<file path="config.mk">
export PLATFORM = sky130hd
export DESIGN_NAME = fdpd_isqrt
export DESIGN_NICKNAME = d
export VERILOG_FILES = /design/src/rtl/core/fdpd_pkg.sv /design/src/rtl/core/fdpd_isqrt.sv
export SDC_FILE = /design/constraint.sdc
export NUM_CORES = 2
export LEC_CHECK = 0
export BUFFER_PORTS_ARGS = -buffer_cell sky130_fd_sc_hd__buf_4
export CAP_MARGIN = 20
export CORE_UTILIZATION = 31
export CTS_CLUSTER_DIAMETER = 30
export CTS_CLUSTER_SIZE = 30
export DETAILED_ROUTE_END_ITERATION = 8
export PLACE_DENSITY = 0.49
export SETUP_SLACK_MARGIN = 0.05
export SKIP_CTS_REPAIR_TIMING = 1
export SYNTH_ARGS = -nofsm -noshare
export SYNTH_HDL_FRONTEND = slang
export SYNTH_SLANG_ARGS = --single-unit
export TNS_END_PERCENT = 20
</file>
<file path="constraint.sdc">
create_clock -name clk_i -period 11 [get_ports clk_i]
set_clock_uncertainty 0.1 [all_clocks]
set_input_delay 3.3 -clock clk_i [delete_from_list [all_inputs] [get_ports clk_i]]
set_output_delay 3.3 -clock clk_i [all_outputs]
set_load 0.005 [all_outputs]
</file>
<file path="src/rtl/core/fdpd_pkg.sv">
// fdpd_pkg: shared constants, word types and the cordic arctangent table
// for the folded disc polar distance pipeline; no dependencies
`timescale 1ns / 1ps
`default_nettype none

package fdpd_pkg;

  localparam int COORD_WIDTH      = 32;
  localparam int FRAC_BITS        = 8;
  localparam int CORDIC_STEPS_DEF = 16;
  localparam int ATAN_ENTRIES     = 24;
  localparam int WR_WIDTH         = 30;
  localparam int SQ_IN_W          = 64;
  localparam int SQ_OUT_W         = 32;
  localparam int ANG_W            = 32;
  localparam int CORDIC_W         = 64;
  localparam int PRESHIFT         = 60 - COORD_WIDTH;
  localparam int DIST_W           = 32;

  localparam logic [WR_WIDTH-1:0] WR_RESET  = 30'd2560000;
  localparam logic [ANG_W-1:0]    HALF_TURN = 32'h8000_0000;
  localparam logic [17:0]         PI_Q16    = 18'd205887;

  typedef struct packed {
    logic signed [COORD_WIDTH-1:0] ax;
    logic signed [COORD_WIDTH-1:0] ay;
    logic signed [COORD_WIDTH-1:0] az;
    logic signed [COORD_WIDTH-1:0] bx;
    logic signed [COORD_WIDTH-1:0] by_height;
    logic signed [COORD_WIDTH-1:0] bz;
  } fdpd_in_t;

  typedef struct packed {
    logic [DIST_W-1:0] dist_res;
    logic              saturated;
  } fdpd_out_t;

  // arctangent of 2^-i as a fraction of a full turn
  function automatic logic [ANG_W-1:0] atan_turn(input logic [4:0] idx);
    logic [ANG_W-1:0] r;
    case (idx)
      5'd0:    r = 32'd536870912;
      5'd1:    r = 32'd316933406;
      5'd2:    r = 32'd167458907;
      5'd3:    r = 32'd85004756;
      5'd4:    r = 32'd42667331;
      5'd5:    r = 32'd21354465;
      5'd6:    r = 32'd10679838;
      5'd7:    r = 32'd5340245;
      5'd8:    r = 32'd2670163;
      5'd9:    r = 32'd1335087;
      5'd10:   r = 32'd667544;
      5'd11:   r = 32'd333772;
      5'd12:   r = 32'd166886;
      5'd13:   r = 32'd83443;
      5'd14:   r = 32'd41722;
      5'd15:   r = 32'd20861;
      5'd16:   r = 32'd10430;
      5'd17:   r = 32'd5215;
      5'd18:   r = 32'd2608;
      5'd19:   r = 32'd1304;
      5'd20:   r = 32'd652;
      5'd21:   r = 32'd326;
      5'd22:   r = 32'd163;
      5'd23:   r = 32'd81;
      default: r = '0;
    endcase
    return r;
  endfunction

endpackage

`default_nettype wire

</file>
<file path="src/rtl/core/fdpd_isqrt.sv">
// fdpd_isqrt: pipelined floor square root, one result bit per stage
// depends on fdpd_pkg
`timescale 1ns / 1ps
`default_nettype none

module fdpd_isqrt (
  input  wire logic                          clk_i,
  input  wire logic                          rst_ni,
  input  wire logic                          en_i,
  input  wire logic                          valid_i,
  input  wire logic [fdpd_pkg::SQ_IN_W-1:0]  rad_i,
  output logic                               valid_o,
  output logic      [fdpd_pkg::SQ_OUT_W-1:0] root_o
);
  import fdpd_pkg::*;

  localparam int N = SQ_OUT_W;

  logic               vld_q [N];
  logic [SQ_IN_W-1:0] rem_q [N];
  logic [SQ_IN_W-1:0] res_q [N];

  for (genvar k = 0; k < N; k++) begin : g_step
    localparam logic [SQ_IN_W-1:0] BIT = SQ_IN_W'(1) << (SQ_IN_W - 2 - 2 * k);
    logic [SQ_IN_W-1:0] rem_in;
    logic [SQ_IN_W-1:0] res_in;
    logic [SQ_IN_W-1:0] trial;
    logic               vld_in;

    if (k == 0) begin : g_first
      assign rem_in = rad_i;
      assign res_in = '0;
      assign vld_in = valid_i;
    end else begin : g_next
      assign rem_in = rem_q[k-1];
      assign res_in = res_q[k-1];
      assign vld_in = vld_q[k-1];
    end

    assign trial = res_in + BIT;

    always_ff @(posedge clk_i or negedge rst_ni) begin
      if (!rst_ni) begin
        vld_q[k] <= 1'b0;
      end else if (en_i) begin
        vld_q[k] <= vld_in;
      end
    end

    always_ff @(posedge clk_i) begin
      if (en_i) begin
        if (rem_in >= trial) begin
          rem_q[k] <= rem_in - trial;
          res_q[k] <= (res_in >> 1) + BIT;
        end else begin
          rem_q[k] <= rem_in;
          res_q[k] <= res_in >> 1;
        end
      end
    end
  end

  assign valid_o = vld_q[N-1];
  assign root_o  = res_q[N-1][N-1:0];

endmodule

`default_nettype wire

</file>
=== Word-level counts from Yosys, hierarchy flattened ===
Memory sizes are Yosys's and may differ from the RTL's.
Index checks and enable logic that the tools add are counted.

* Word-level logic and storage cells: 480
* Bits in read-only memories: 0
* Bits in registers: 32
* Input port bits: 68
* Memory bits (writable): 4,096
* Latch bits: 0
* Memories: 2

{| class="wikitable"
|+ Memories
! memory !! depth !! bits a word !! read ports !! clocked after Yosys merged registers in !! wr ports !! RTL line !! RTL
|-
| rem_q || 32 || 64 || 31 || 0 || 32 || fdpd_isqrt.sv:20 || <nowiki>logic [SQ_IN_W-1:0] rem_q [N];</nowiki>
|-
| res_q || 32 || 64 || 32 || 0 || 32 || fdpd_isqrt.sv:21 || <nowiki>logic [SQ_IN_W-1:0] res_q [N];</nowiki>
|}

* Add/subtract/negate cells: 94
* Reduce and logical (&&, ||, !) cells: 0
* Equal/unequal tests: 0
* $lt $le $gt $ge: 32
* Muxes and demuxes: 256
* Div/mod/pow operators: 0
* Bitwise gates (word level): 64
* Shifts and indexed selects: 0
* Multiply operators: 0

{| class="wikitable"
|+ Operator list
! cell !! number
|-
| 64-bit two-way mux || 64
|-
| 64-bit >= comparator || 31
|-
| 64-bit subtractor || 31
|-
| 1-bit two-way mux || 192
|-
| 63-bit by 1-bit adder with 64-bit output (second input constant) || 1
|-
| 63-bit by 11-bit adder with 64-bit output (second input constant) || 1
|-
| 63-bit by 13-bit adder with 64-bit output (second input constant) || 1
|-
| 63-bit by 15-bit adder with 64-bit output (second input constant) || 1
|-
| 63-bit by 17-bit adder with 64-bit output (second input constant) || 1
|-
| 63-bit by 19-bit adder with 64-bit output (second input constant) || 1
|-
| 63-bit by 21-bit adder with 64-bit output (second input constant) || 1
|-
| 63-bit by 23-bit adder with 64-bit output (second input constant) || 1
|-
| 63-bit by 25-bit adder with 64-bit output (second input constant) || 1
|-
| 63-bit by 27-bit adder with 64-bit output (second input constant) || 1
|-
| 63-bit by 29-bit adder with 64-bit output (second input constant) || 1
|-
| 63-bit by 3-bit adder with 64-bit output (second input constant) || 1
|-
| 63-bit by 31-bit adder with 64-bit output (second input constant) || 1
|-
| 63-bit by 33-bit adder with 64-bit output (second input constant) || 1
|-
| 63-bit by 35-bit adder with 64-bit output (second input constant) || 1
|-
| 63-bit by 37-bit adder with 64-bit output (second input constant) || 1
|-
| 63-bit by 39-bit adder with 64-bit output (second input constant) || 1
|-
| 63-bit by 41-bit adder with 64-bit output (second input constant) || 1
|-
| 63-bit by 43-bit adder with 64-bit output (second input constant) || 1
|-
| 63-bit by 45-bit adder with 64-bit output (second input constant) || 1
|-
| other kinds (45) || 108
|}

=== Longest topological paths before layout ===
An unclocked memory read counts as a cell.

* Depth in word-level cells: 7
* Depth in mapped cells: 14
* Mapped depth without buffers: 12

=== Worst setup path after synthesis ===
OpenSTA, ideal clock, no wires.

* Path type: input port to flip-flop
* Start: input port en_i
* End: memory rem_q[30][0], in the netlist rem_q[1][896], enable pin
* Buffers on the path: 6
* Required time: 10,413 ps
* Arrival time: 7,169 ps
* Cell stages on the path: 6
* Slack: 3,243 ps
* Library setup time: 487 ps
* Cells stage by stage: clkbuf_1 clkbuf_1 clkbuf_1 clkbuf_1 clkbuf_1 clkbuf_1

{| class="wikitable"
|+ RTL lines
! element !! RTL line !! RTL
|-
| from (decl) || fdpd_isqrt.sv:9 || <nowiki>input wire logic en_i,</nowiki>
|-
| to (decl) || fdpd_isqrt.sv:20 ||
|}

==> run_results.csv <==
group,metric,value,unit
place,place_area,129700,um2
power,p_leak,55.80,nW
power,p_clk_share,46.6,%
logic_synthesis,yosys.area.top_type,"edfxtp_1",
floorplanning,die_x,630.8,um
place,post-place-cells,14996,
floorplanning,initial_core_util,31.18,%
clock_network,cts_buffers,577,
power,p_int,25.87,mW
logic_synthesis,synth_most_common_cell,"edfxtp_1",
timing,final.setup.worst_slack,4876,ps
timing,slew_viol_final,0,
power,power,36.15,mW
cells_and_area,layout-drive-gt1-share,11.68,%
timing,worst_slew_pin_slew,1261,ps
setup_path,cp.required,11640,ps
logic_synthesis,ys_ff_latch,2544,
clock_network,h-tree-depth,6,
logic_synthesis,yosys_warnings,0,
grt,track_usage,15.84,%
drt,drt-initial-drc-count,6605,
cells_and_area,area_delta_synth_final,21.80,%
setup_path,critPathLaunchType,"primary input",
grt,grt_pass1_wl,486700,um
setup_path,endpoint_kind,"register",
logic_synthesis,synth_commonest_cells,"edfxtp_1 (2,512), nand2_1 (749), inv_1 (684)",
drt,dr.pass1.iters,6,
timing,fin_tns_setup,0,ps
logic_synthesis,ys_seq_area_share,62.19,%
cells_and_area,fill_cells,37337,
grt,antenna_found_initial,6,
grt,overflow,0,
power,vdd_drop_max,153.1,uV
place,io_buffers,100,
logic_synthesis,synthDistinctLibCells,113,
setup_path,crit_path_max_fanout,143,
drt,wl,324300,um
setup_path,worstPathArrival,6760,ps
power,power_frac_seq,37.2,%
place,gp_congestion,0.8941,
power,powerDensity,242.1,nW/um2
logic_synthesis,synth_area,122600,um2
grt,grt_pass1_vias,79039,
outcome,status,"completed",
logic_synthesis,synthFlopType,"edfxtp_1",
clock_network,cts.sinks,2544,
timing,min_period,6124,ps
drt,vias_per_cell,4.983,
clock_network,clockBufferDepth,4,
drt,final_antenna_net_count,0,
timing,fmaxAchievable,163.3,MHz
floorplanning,fp-row-count,230,
setup_path,r2r_slack,5650,ps
timing,maxSlewHeadroom,15.17,%
setup_path,criticalPathCategory,"in -> reg",
logic_synthesis,synth_edf_count,2512,
floorplanning,dieArea,397900,um2
cells_and_area,seq_area,76230,um2
grt,grt_max_degree,162,
timing,rsz0062_at_grt,"no",
power,p_sw,10.28,mW
clock_network,cts.clk_slew.worst_paths,50,ps
place,dp_slack,3818,ps
logic_synthesis,synthArstFlopShare,1.258,%
logic_synthesis,netlist.area_leader.share,61.54,%
flow_run,drv_cap,0,
floorplanning,ios,101,
clock_network,clock-root-buffer,"clkbuf_16",
cells_and_area,multi_input_area,42940,um2
floorplanning,die_h,630.8,um
drt,route.vias.total,80010,
cells_and_area,finalNonFillerCells,16056,
power,p_comb_share,16.2,%
floorplanning,core_area,393100,um2
timing,period_share,55.68,%
logic_synthesis,syn_area_per_cell,12.47,um2
worst_hold_path,hold_path.class,"reg -> reg",
timing,finalHoldViolCount,0,
power,p_sw_share,28.43,%
timing,finalSetupViolations,0,
cells_and_area,fin_area,149300,um2
drt,wl_per_cell,20.20,um
place,dp_hpwl,245100,um
clock_network,clock_latency,1020,ps
cells_and_area,final_nets,10984,
logic_synthesis,synth_nets,10452,
logic_synthesis,synth_top_cells_by_area,"edfxtp_1 (62%), ha_1 (5.7%), xnor2_1 (3.2%), xor2_1 (3.1%), nand2_1 (2.3%)",
logic_synthesis,synthCells,9826,
clock_network,cts_tree,"yes",
drt,remaining_drc_errors,0,
[critical path, stage by stage]
cell and delay [ps]:
buf_16 310, buf_12 660, buf_4 470, nand2_1 90, nor3_1 290, nand2_1 660
o21ai_0 530, nor4b_1 130, xor2_1 170
[cells in the final DEF, fill, tap and decap left out, types with 70 or more instances in the layout]
| cell type | netlist | layout |
|---|---|---|
| a21o_1 | 264 | 264 |
| a21oi_1 | 511 | 510 |
| buf_4 | 8 | 172 |
| clkbuf_1 | 189 | 73 |
| clkbuf_16 | 0 | 584 |
| clkinv_1 | 1 | 90 |
| clkinv_2 | 0 | 88 |
| edfxtp_1 | 2512 | 2512 |
| ha_1 | 558 | 558 |
| inv_1 | 684 | 684 |
| mux2_2 | 88 | 88 |
| nand2_1 | 749 | 749 |
| nand2b_1 | 116 | 116 |
| nand3_1 | 157 | 157 |
| nand4_1 | 162 | 162 |
| nor2_1 | 565 | 564 |
| nor2b_1 | 74 | 74 |
| nor3_1 | 269 | 269 |
| nor4_1 | 349 | 346 |
| o21a_1 | 87 | 87 |
| o21ai_0 | 547 | 547 |
| or3_1 | 110 | 110 |
| or4_1 | 70 | 70 |
| xnor2_1 | 447 | 447 |
| xor2_1 | 435 | 435 |
[final timing paths]
| path | startpoint | endpoint | cells after the start |
|---|---|---|---|
| max in group asynchronous | rst_ni | g_step[8].vld_in | 1 |
| setup / recovery | en_i | rem_q[0][895] | 9 |
| hold / removal | res_q[0][683] | res_q[0][746] | 0 |
| min in group asynchronous | rst_ni | g_step[22].vld_in | 1 |
| setup reg to reg | rem_q[1][863] | rem_q[1][951] | 12 |
| hold reg to reg | res_q[0][683] | res_q[0][746] | 0 |
[metrics by stage]
| stage | hold slack (ps) | util (%) |
|---|---|---|
| after global placement | 329.8 | 32.98 |
| after floorplan | 316.6 | - |
| final | 312.4 | 37.98 |
| after detailed placement | 331.1 | 33.00 |
| after global routing | 334.9 | 37.98 |
| after CTS | 322.3 | 37.97 |
[cell type report]
type,instances,share of cell area (%)
Tap cell,5220,4.375
Timing Repair Buffer,183,0.9889
Inverter,685,1.722
Sequential cell,2544,51.06
Clock buffer,659,9.991
Antenna cell,5,0.008381
Clock inverter,393,3.093
Multi-Input combinational cell,6367,28.76
[flip-flops by register name, indices dropped and copies added, names as in the netlist]
signal / cells
rem_q: 1984
g_step.vld_in: 31
valid_o: 1
res_q: 528
[power by group through the flow]
stage               registers [mW]  logic, mW  clock network [mW]
finish                        13.5       5.86                16.8
floorplan                     13.0       4.34                   0
detailed placement            13.6       5.77                   0
CTS                           13.5       5.82                17.2
global route                  13.6       6.48                17.7
global placement              13.6       5.70                   0
[per-layer routing]
| layer | GRT usage [%] | vias to the layer above | wire (um) |
|---|---|---|---|
| met5 | 0 | - | 13 |
| met4 | 5.239 | 2 | 9895 |
| met3 | 3.006 | 567 | 18310 |
| met2 | 25.56 | 2096 | 148700 |
| met1 | 21.36 | 39228 | 147400 |
| li1 | - | 38117 | - |
[cell families after synthesis]
logic type	count (synthesis)	synth area share [%]
simple gates	2952	12.46
flops	2544	62.19
compound gates	1876	9.596
buf+inv	915	2.855
xor+xnor	882	6.302
fa+ha+maj	558	5.696
mux	99	0.8993
No activity file was read; power rests on OpenSTA's default activity.
